**src/design/egcd_pkg.sv**
```systemverilog
`default_nettype none

package egcd_pkg;

   // Coefficients are kept modulo 2^32, which is all the result carries.
   localparam int COEFF_WIDTH = 32;

   typedef struct packed {
      logic load;       // capture operands and seed the coefficient pairs
      logic div_start;  // clear the divider for a new quotient
      logic div_step;   // one restoring-division bit
      logic update;     // rotate remainder and coefficient pairs
      logic capture;    // move the finished result to the output register
   } egcd_cmd_type;

   typedef struct packed {
      logic r1_zero;    // current divisor is zero, the loop is done
   } egcd_status_type;

endpackage

`default_nettype wire

```
**src/design/egcd_datapath.sv**
```systemverilog
`default_nettype none

module egcd_datapath
   import egcd_pkg::*;
#(
   parameter int OPERAND_WIDTH = 31
) (
   input  wire logic                     clock,
   input  wire egcd_cmd_type             cmd,
   input  wire logic [OPERAND_WIDTH-1:0] first_value,
   input  wire logic [OPERAND_WIDTH-1:0] second_value,
   output egcd_status_type               status,
   output logic [OPERAND_WIDTH-1:0]      divisor,
   output logic signed [COEFF_WIDTH-1:0] coeff_first,
   output logic signed [COEFF_WIDTH-1:0] coeff_second
);

   localparam int W = OPERAND_WIDTH;

   logic [W-1:0]           r0_ff, r1_ff, rem_ff, num_ff;
   logic [COEFF_WIDTH-1:0] s0_ff, s1_ff, t0_ff, t1_ff, acc_s_ff, acc_t_ff;
   logic [W-1:0]           out_div_ff;
   logic [COEFF_WIDTH-1:0] out_s_ff, out_t_ff;

   logic [W:0]             trial;
   logic [W:0]             diff;
   logic                   fits;
   logic [W-1:0]           rem_in;
   logic [COEFF_WIDTH-1:0] acc_s_in, acc_t_in;

   // Restoring division, one quotient bit per cycle, MSB first. The products
   // q*s1 and q*t1 are built alongside by shift-and-add on the quotient bits.
   always_comb begin
      trial    = {rem_ff, num_ff[W-1]};
      diff     = trial - {1'b0, r1_ff};
      fits     = trial >= {1'b0, r1_ff};
      rem_in   = fits ? diff[W-1:0] : trial[W-1:0];
      acc_s_in = {acc_s_ff[COEFF_WIDTH-2:0], 1'b0} + (fits ? s1_ff : '0);
      acc_t_in = {acc_t_ff[COEFF_WIDTH-2:0], 1'b0} + (fits ? t1_ff : '0);
   end

   always_ff @(posedge clock) begin
      if (cmd.load) begin
         r0_ff <= first_value;
         r1_ff <= second_value;
         s0_ff <= COEFF_WIDTH'(1);
         s1_ff <= '0;
         t0_ff <= '0;
         t1_ff <= COEFF_WIDTH'(1);
      end
      if (cmd.div_start) begin
         rem_ff   <= '0;
         num_ff   <= r0_ff;
         acc_s_ff <= '0;
         acc_t_ff <= '0;
      end
      if (cmd.div_step) begin
         rem_ff   <= rem_in;
         num_ff   <= {num_ff[W-2:0], 1'b0};
         acc_s_ff <= acc_s_in;
         acc_t_ff <= acc_t_in;
      end
      if (cmd.update) begin
         r0_ff <= r1_ff;
         r1_ff <= rem_ff;
         s0_ff <= s1_ff;
         s1_ff <= s0_ff - acc_s_ff;
         t0_ff <= t1_ff;
         t1_ff <= t0_ff - acc_t_ff;
      end
      if (cmd.capture) begin
         out_div_ff <= r0_ff;
         out_s_ff   <= s0_ff;
         out_t_ff   <= t0_ff;
      end
   end

   assign status.r1_zero = (r1_ff == '0);
   assign divisor        = out_div_ff;
   assign coeff_first    = out_s_ff;
   assign coeff_second   = out_t_ff;

endmodule

`default_nettype wire

```
**src/design/egcd_ctrl.sv**
```systemverilog
`default_nettype none

module egcd_ctrl
   import egcd_pkg::*;
#(
   parameter int OPERAND_WIDTH = 31
) (
   input  wire logic            clock,
   input  wire logic            reset,
   input  wire logic            req_tvalid,
   output logic                 req_tready,
   output logic                 rsp_tvalid,
   input  wire logic            rsp_tready,
   input  wire egcd_status_type status,
   output egcd_cmd_type         cmd
);

   localparam int CNT_W = (OPERAND_WIDTH > 1) ? $clog2(OPERAND_WIDTH) : 1;
   localparam logic [CNT_W-1:0] LAST_BIT = CNT_W'(OPERAND_WIDTH - 1);

   typedef enum logic [2:0] {
      S_IDLE,
      S_CHECK,
      S_DIV,
      S_UPDATE,
      S_FINISH
   } state_type;

   state_type        state_ff, state_in;
   logic [CNT_W-1:0] cnt_ff, cnt_in;
   logic             out_valid_ff, out_valid_in;
   logic             slot_free;

   assign slot_free  = !out_valid_ff || rsp_tready;
   assign req_tready = (state_ff == S_IDLE);
   assign rsp_tvalid = out_valid_ff;

   always_comb begin
      cmd          = '0;
      state_in     = state_ff;
      cnt_in       = cnt_ff;
      out_valid_in = out_valid_ff && !rsp_tready;
      case (state_ff)
         S_IDLE: begin
            if (req_tvalid) begin
               cmd.load = 1'b1;
               state_in = S_CHECK;
            end
         end
         S_CHECK: begin
            if (status.r1_zero) begin
               state_in = S_FINISH;
            end else begin
               cmd.div_start = 1'b1;
               cnt_in        = '0;
               state_in      = S_DIV;
            end
         end
         S_DIV: begin
            cmd.div_step = 1'b1;
            cnt_in       = cnt_ff + 1'b1;
            if (cnt_ff == LAST_BIT) begin
               state_in = S_UPDATE;
            end
         end
         S_UPDATE: begin
            cmd.update = 1'b1;
            state_in   = S_CHECK;
         end
         S_FINISH: begin
            if (slot_free) begin
               cmd.capture  = 1'b1;
               out_valid_in = 1'b1;
               state_in     = S_IDLE;
            end
         end
         default: begin
            state_in = S_IDLE;
         end
      endcase
   end

   always_ff @(posedge clock) begin
      if (reset) begin
         state_ff     <= S_IDLE;
         cnt_ff       <= '0;
         out_valid_ff <= 1'b0;
      end else begin
         state_ff     <= state_in;
         cnt_ff       <= cnt_in;
         out_valid_ff <= out_valid_in;
      end
   end

endmodule

`default_nettype wire

```
**src/design/extended_gcd_unit.sv**
```systemverilog
// Extended Euclidean unit: for operands a and b it returns g = gcd(a, b)
// and coefficients x, y (two's complement, modulo 2^32) with a*x + b*y = g.
// Request channel req_*: one item holds a and b. Response channel rsp_*:
// one item per request holds g, x and y. Both use a valid/ready handshake.
// One item is worked on at a time; req_tready is high only while idle.
// Each Euclid iteration has a check state, then one restoring-division bit
// per cycle on the shared divider for OPERAND_WIDTH bits, then an update
// state. Once the loop is done the result is captured, and the next item
// can be accepted when the unit is back in idle; at the default width the
// worst case is about 46 iterations. b = 0 answers (a, 1, 0) with no
// division.
// The result sits in an output register, so a new item is accepted as soon
// as the previous one is captured, even if the receiver still stalls it.
// A finished item waits only if the output register is still occupied.
// Reset (synchronous, active high) returns to idle and drops any pending
// response; no other state is kept between items.
`default_nettype none

module extended_gcd_unit
   import egcd_pkg::*;
#(
   parameter int OPERAND_WIDTH = 31
) (
   input  wire logic                      clock,
   input  wire logic                      reset,
   input  wire logic                      req_tvalid,
   output logic                           req_tready,
   // first_value, second_value (lowest bits first), zero padded
   input  wire logic [((2*OPERAND_WIDTH+7)/8)*8-1:0] req_tdata,
   output logic                           rsp_tvalid,
   input  wire logic                      rsp_tready,
   // divisor, coeff_first, coeff_second (lowest bits first), zero padded
   output logic [((OPERAND_WIDTH+2*COEFF_WIDTH+7)/8)*8-1:0] rsp_tdata
);

   localparam int W     = OPERAND_WIDTH;
   localparam int RSP_W = ((W + 2*COEFF_WIDTH + 7) / 8) * 8;

   egcd_cmd_type                 cmd;
   egcd_status_type              status;
   logic [W-1:0]                 divisor;
   logic signed [COEFF_WIDTH-1:0] coeff_first, coeff_second;

   egcd_ctrl #(
      .OPERAND_WIDTH(W)
   ) u_ctrl (
      .clock      (clock),
      .reset      (reset),
      .req_tvalid (req_tvalid),
      .req_tready (req_tready),
      .rsp_tvalid (rsp_tvalid),
      .rsp_tready (rsp_tready),
      .status     (status),
      .cmd        (cmd)
   );

   egcd_datapath #(
      .OPERAND_WIDTH(W)
   ) u_datapath (
      .clock        (clock),
      .cmd          (cmd),
      .first_value  (req_tdata[W-1:0]),
      .second_value (req_tdata[2*W-1:W]),
      .status       (status),
      .divisor      (divisor),
      .coeff_first  (coeff_first),
      .coeff_second (coeff_second)
   );

   assign rsp_tdata = RSP_W'({coeff_second, coeff_first, divisor});

   // At most one datapath command is issued in any cycle.
   a_cmd_onehot: assert property (@(posedge clock) disable iff (reset)
      $onehot0({cmd.load, cmd.div_start, cmd.div_step, cmd.update, cmd.capture}))
      else $error("more than one datapath command at once");

   // A result is captured only once the remainder has reached zero.
   a_capture_done: assert property (@(posedge clock) disable iff (reset)
      cmd.capture |-> status.r1_zero)
      else $error("result captured before the iteration finished");

   // An update always directly follows the last division step.
   a_update_after_div: assert property (@(posedge clock) disable iff (reset)
      cmd.update |-> $past(cmd.div_step))
      else $error("update issued without a finished division");

   // Capturing never overwrites a response that is still being held.
   a_no_overwrite: assert property (@(posedge clock) disable iff (reset)
      cmd.capture |-> (!rsp_tvalid || rsp_tready))
      else $error("pending response overwritten");

endmodule

`default_nettype wire

```
**config.mk**
```make
export PLATFORM = sky130hd
export DESIGN_NAME = extended_gcd_unit
export DESIGN_NICKNAME = d
export VERILOG_FILES = /design/src/design/egcd_pkg.sv /design/src/design/egcd_datapath.sv /design/src/design/egcd_ctrl.sv /design/src/design/extended_gcd_unit.sv
export SDC_FILE = /design/constraint.sdc
export NUM_CORES = 1
export LEC_CHECK = 0
export ABC_AREA = 1
export BUFFER_PORTS_ARGS = -buffer_cell sky130_fd_sc_hd__buf_2
export CAP_MARGIN = 20
export CORE_MARGIN = 2
export CORE_UTILIZATION = 30
export DETAILED_ROUTE_END_ITERATION = 7
export PLACE_DENSITY_LB_ADDON = 0.2
export SLEW_MARGIN = 15
export SYNTH_ARGS = -nofsm -noshare
export SYNTH_HDL_FRONTEND = slang
export SYNTH_SLANG_ARGS = --single-unit
```
**constraint.sdc**
```tcl
create_clock -name clock -period 7.8 [get_ports clock]
set_input_delay 0.78 -clock clock [delete_from_list [all_inputs] [get_ports clock]]
set_output_delay 0.78 -clock clock [all_outputs]
set_load 0.05 [all_outputs]
```
# ---- Word level (Yosys, flattened, before mapping)
# Index checks and enable logic that the tools add are counted.
dict set report totals {
  regBits 420
  inputBits 68
  output_inout_bits 98
  wordCells 81
}
dict set report classes {
  n_addsub 6
  n_lt_le_gt_ge 1
  n_eq_ne 9
  muxes 37
  n_reduce_logical 11
}
# cell count
set ops {}
lappend ops {{2-to-1 mux 32 bit} 11}
lappend ops {{2-to-1 mux 31 bit} 9}
lappend ops {{adder 32 bit} 2}
lappend ops {{subtractor 32 bit} 2}
lappend ops {{greater-or-equal comparator 32 x 31 -> 1 bit} 1}
lappend ops {{zero test 31 bit} 1}
lappend ops {{subtractor 31 bit} 1}
lappend ops {{case mux 3 bit (5 select lines)} 1}
lappend ops {{2-to-1 mux 3 bit} 4}
lappend ops {{2-to-1 mux 1 bit} 10}
lappend ops {{case mux 5 bit (2 select lines)} 1}
lappend ops {{== test 3 x 2 -> 1 bit, second input constant} 2}
lappend ops {{nonzero test 2 bit} 3}
lappend ops {{adder 5 x 1 -> 5 bit, second input constant} 1}
lappend ops {{== test 5 bit, second input constant} 1}
lappend ops {{2-to-1 mux 5 bit} 1}
lappend ops {{inequality test 2 x 1 -> 1 bit, second input constant} 2}
lappend ops {{inequality test 2 bit, second input constant} 2}
lappend ops {{== test 3 x 1 -> 1 bit, second input constant} 1}
lappend ops {{== test 3 bit, second input constant} 1}
lappend ops {{zero test 3 bit} 1}
lappend ops {{AND reduction 3 bit} 1}
lappend ops {{zero test 1 bit} 2}
lappend ops {{AND reduction 2 bit} 1}
lappend ops {{other kinds (2)} 2}

# ---- Longest topological paths before layout
dict set report depth {
  depth_word 5
  depth_mapped 30
  mapped_depth_nobuf 28
}

# ---- Hierarchy
# From an unflattened synthesis, not the netlist that was laid out.
dict set report unflattened {
  hier_cells 2955
  hier_area_um2 25159.1
}
# mod instances cells_each area_per_inst_um2
set modules_own_cells {}
lappend modules_own_cells {egcd_datapath 1 2882 24652.4}
lappend modules_own_cells {egcd_ctrl 1 71 495.5}
lappend modules_own_cells {extended_gcd_unit 1 2 11.3}

# ---- Least setup slack after synthesis
# OpenSTA, ideal clock, no wires.
dict set report synth_path {
  path_kind {reg-to-reg}
  startpoint {register u_ctrl.state_ff[2]}
  endpoint {register u_datapath.r0_ff[0] (enable)}
  arrival_ns 5.677
  slack_ns 1.565
  stages_incl_launch_ff 4
  path_buffers 0
  period_less_slack_ns 6.235
  cell_sequence {dfxtp_1 -> nor3_1 -> nand2_1 -> nand2_1}
}
dict set report synth_between {
  elab_chain_len 3
}
# element line
set synth_rtl {}
lappend synth_rtl {{start: declaration} egcd_ctrl.sv:29} ;# state_type state_ff, state_in;
lappend synth_rtl {{start signal: assignment} egcd_ctrl.sv:89} ;# state_ff <= state_in;
lappend synth_rtl {{zero test 3 bit} -}
lappend synth_rtl {{net req_tready} extended_gcd_unit.sv:27} ;# output logic req_tready,
lappend synth_rtl {{2-to-1 mux 1 bit} egcd_ctrl.sv:43} ;# case (state_ff)
lappend synth_rtl {{nonzero test 2 bit (no source line)} -}
lappend synth_rtl {{end signal: assignment} egcd_datapath.sv:44} ;# r0_ff <= first_value;
lappend synth_rtl {{end signal: assignment} egcd_datapath.sv:64} ;# r0_ff <= r1_ff;
lappend synth_rtl {{end: declaration} egcd_datapath.sv:20} ;# logic [W-1:0] r0_ff, r1_ff, rem_ff, num_ff;
# The timed path passes the listed nets, and every way through them passes these cells.
# A chain may end at the register's enable or synchronous reset.

# ---- Worst setup path after layout
dict set report layout_path {
  startpoint {register u_datapath.r1_ff[11]}
  endpoint {register u_datapath.acc_s_ff[21], data pin}
}
dict set report layout_between {
  elab_chain_len 4
}
# element line
set layout_rtl {}
lappend layout_rtl {{start: declaration} egcd_datapath.sv:20}
lappend layout_rtl {{start signal: assignment} egcd_datapath.sv:45} ;# r1_ff <= second_value;
lappend layout_rtl {{start signal: assignment} egcd_datapath.sv:65} ;# r1_ff <= rem_ff;
lappend layout_rtl {{greater-or-equal comparator 32 x 31 -> 1 bit} egcd_datapath.sv:36} ;# fits = trial >= {1'b0, r1_ff};
lappend layout_rtl {{2-to-1 mux 32 bit} egcd_datapath.sv:38} ;# acc_s_in = {acc_s_ff[COEFF_WIDTH-2:0], 1'b0} + (fits ? s1_ff : '0);
lappend layout_rtl {{adder 32 bit} egcd_datapath.sv:38}
lappend layout_rtl {{2-to-1 mux 32 bit} egcd_datapath.sv:57} ;# if (cmd.div_step) begin
lappend layout_rtl {{end signal: assignment} egcd_datapath.sv:60} ;# acc_s_ff <= acc_s_in;
lappend layout_rtl {{end: declaration} egcd_datapath.sv:21} ;# logic [COEFF_WIDTH-1:0] s0_ff, s1_ff, t0_ff, t1_ff, acc_s_ff, acc_t_ff;
# Every way passes these cells.

==> key figures <==
Clock tree
  • Clk Latency, worst-skew pair: around 0.6 ns
  • Root Buffer: clkbuf_16
  • Clock transition at the registers of the reported paths: approximately 0.060 ns
  • CTS tree: yes
  • H-tree depth: 2
  • Clock sinks: 420
  • Post-CTS sizing: 0
  • Clk buf depth: 3
  • Hold_buf cts: 0
  • Buffers inserted by post-CTS timing repair: 0
  • Inserted Clock Buffers: a little over 50

STA
  • Post-route setup TNS: 0 ns
  • Final worst-path cycle share: 70.9%
  • Final worst path period need: 5.53 ns
  • Fin Hold WS: about 0.45 ns
  • Fmax: 0.181 GHz
  • Setup violators final: 0
  • Final max-slew violation count: 0
  • Final hold vios: 0
  • Worst clock skew: approximately 0.025 ns
  • Slew margin rel.: 30.6%
  • Slew @ Worst Pin: 1.03 ns
  • Unrepaired setup endpoints after global routing: false

Power
  • Pwr dens: 297 nW/µm²
  • Maximum vdd drop: around 0.14 mV
  • Leak Pwr: 12.1 nW

Yosys
  • Syn. warnings: 0
  • Mapped Cells: roughly 2,800
  • Post-synthesis sequential area ratio: about 50%
  • Yosys cell types: 49
  • Synthesized netlist net count: approximately 3,100
  • EDFF count, synth: 410
  • Share of the synthesized area in the top cell type: between 40% and 50%
  • Top FF cell, synth: edfxtp_1
  • Syn Area/Cell: between 8 and 9 µm²
  • Cell type with the largest total area after synthesis: edfxtp_1
  • Netlist Area Pre-Place: 24,900 µm²
  • Top cells by area, synth: edfxtp_1 (49%), nand2_1 (8.3%), ha_1 (7.8%)
  • Async SR Flop Fraction: 0%
  • Post-synthesis register bit count: 420

Drt
  • Final WL: around 73 mm
  • Pre-antenna DRT Iters: 6
  • DR WL met2: about 33 mm
  • Routed len/inst: ~18 µm
  • Top sig layer: met5
  • Met1 wire length: between 30 and 40 mm
  • Met3 WL: about 3.2 mm
  • 1st-iter DRT viols: 1,448
  • Remaining DRCs: 0
  • Remaining antenna violation count: 0
  • DR vias: slightly below 20,000
  • Via density: between 4 and 5

Setup path
  • Reg2Reg Setup Slack: 2.27 ns
  • Crit Path Max Fanout: between 50 and 60
  • Worst Setup End Kind: flip-flop
  • Cell depth of the worst flop-to-flop path: 25
  • Worst Path Required: just over 8 ns
  • Crit Reg-Reg Startpoint: u_datapath.r1_ff[11]
  • Worst reg2reg path endpoint: u_datapath.acc_s_ff[21]
  • WS Path Type: reg -> reg
  • CP Launch Type: flip-flop
  • CP arrival: just under 6 ns

Floorplanning
  • Die area: between 80,000 and 90,000 µm²
  • Initial core utilization: between 30 and 40%
  • IO Pins: ~170
  • Die extent in x: 292 µm
  • Die Span Y: about 290 µm
  • Row cnt: 105
  • Core area: roughly 82,000 µm²

Global route
  • GRT overflow: 0
  • Vias in the first global route: just under 20,000
  • Antenna violations before repair: 2
  • Largest net degree at the start of global routing: roughly 120
  • GRT Overall Usage: 17.0%
  • First-pass GRT wire length: between 100 and 150 mm

Finish
  • Most frequent cells in the layout: nand2_1 (545), edfxtp_1 (410), inv_1 (364), nor2_1 (362), a21oi_1 (301)
  • Layout area overhead: 15.0%
  • NumNets Final: around 3,200
  • Fin util: around a third
  • Share of layout cells above drive strength 1: between 10 and 15%
  • Post-route cell area: 28,600 µm²
  • Commonest non-fill, non-tap cell in the layout: nand2_1

Placement
  • GP Congestion: between 0.9 and 1
  • Post-DP HPWL: around 54 mm
  • IO buf count: approximately 160
  • Placement Cell Area: between 20,000 and 30,000 µm²

Worst hold path
  • Hold Path Origin: u_datapath.s0_ff[0]
  • Worst Hold Class: reg -> reg
  • WHS Endpoint: u_datapath.coeff_first[0]
  • Hold path depth: 0

Job
  • Max-cap viol count: 0

Run status
  • Status: finished clean
[synthesized netlist by cell type (2+ instances only)]
library cell and instances:
nand2_1 547, edfxtp_1 410, inv_1 365, nor2_1 362, a21oi_1 302, o21ai_0 239
ha_1 155, nand3_1 92, clkbuf_1 31, nor3_1 30, a22o_1 29, a21o_1 23
nor2_2 23, buf_2 19, nand4_1 18, o21a_1 18, o21bai_1 18, a31oi_1 15
nor4_1 15, xor2_1 14, a21boi_0 13, dfxtp_1 10, o21ai_1 9, xnor2_1 9
nand3b_1 7, o21ai_2 7, inv_2 6, buf_6 5, fa_1 5, o211ai_1 5
nand3_2 4, o21bai_2 4, nand2_2 3, nor3b_1 3, a211oi_1 2, a21oi_2 2
and2_1 2, and3_1 2, buf_1 2, buf_4 2, nor3_2 2, or2_1 2
or2_2 2
[where the power goes]
group          internal (mW)  switching (mW)
Combinational          0.895            2.13
Clock                   1.40            1.01
Sequential              2.90           0.163
Total                   5.20            3.30
[sequential cells by signal, summed over array words and instances, names as in the netlist, 5 cells and up]
register and flops:
u_datapath.t1_ff 32, u_datapath.rem_ff 31, u_datapath.coeff_second 32, u_datapath.coeff_first 32, u_datapath.s1_ff 32, u_datapath.divisor 31
u_datapath.r0_ff 31, u_datapath.acc_s_ff 32, u_datapath.t0_ff 32, u_datapath.s0_ff 32, u_datapath.acc_t_ff 32, u_datapath.r1_ff 31
u_datapath.num_ff 31, u_ctrl.cnt_ff 5
[per-stage QoR]
stage | instances | total power, mW | setup WS (ns)
6_report | 4118 | 8.50 | 2.27
5_1_grt | 4117 | 9.11 | 1.66
4_1_cts | 4114 | 8.59 | 2.12
3_5_place_dp | 4020 | 6.13 | 2.11
3_3_place_gp | 4020 | 6.13 | 2.19
2_1_floorplan | 2839 | 5.26 | 1.56
[critical path, cell delays in order (launching register included)]
cell	delay, ns
edfxtp_1	0.35
inv_1	0.20
ha_1	0.32
a21oi_1	0.23
nand2_1	0.12
a21oi_2	0.17
nand3_2	0.12
nand2_2	0.09
nand2_4	0.34
inv_2	0.79
buf_4	0.58
nor2_2	0.05
ha_1	0.27
fa_1	0.43
nand2_1	0.09
nand2_1	0.05
o21ai_0	0.11
inv_1	0.15
nand3_1	0.10
nand3_1	0.17
nand2_1	0.11
inv_1	0.06
nand2_1	0.05
nand2_1	0.09
o21ai_0	0.15
a21oi_1	0.05
[cell type report]
class / instances / area [µm²]
clock buffer: 58 / 1350
multi-input combinational: 1988 / 10700
sequential: 420 / 12500
antenna: 1 / 2.50
tap: 1070 / 1340
clock inverter: 36 / 323
fill: 8508 / 53500
inverter: 371 / 1400
timing repair buffer: 174 / 973
[logic make-up (layout without fill, tap and decap cells)]
family / after synthesis / count (layout) / synth area share [%]
simple gates: 1117 / 1117 / 18.5
compound gates: 687 / 687 / 15.4
buf+inv: 431 / 639 / 6.78
flops: 420 / 420 / 50.3
fa+ha+maj: 160 / 160 / 8.20
xor+xnor: 23 / 23 / 0.810
other cells: 1 / 2 / 0.0151
[per-layer routing]
layer  vias up  track usage (%)
li1      10094                -
met1      9152             23.6
met2       396             27.9
met3        98             2.56
met4         4             4.12
met5         -                0
[worst max path at each step]
stage	startpoint	end	slack, ns
after floorplan	u_ctrl.state_ff[2]	u_datapath.r0_ff[0]	1.56
after global placement	u_datapath.r1_ff[11]	u_datapath.acc_s_ff[21]	2.19
after detailed placement	u_datapath.r1_ff[11]	u_datapath.acc_s_ff[21]	2.11
after CTS	u_datapath.num_ff[30]	u_datapath.acc_s_ff[21]	2.12
after global routing	u_datapath.num_ff[30]	u_datapath.acc_s_ff[20]	1.66
final	u_datapath.r1_ff[11]	u_datapath.acc_s_ff[21]	2.27
No activity file was read; power rests on OpenSTA's default activity.
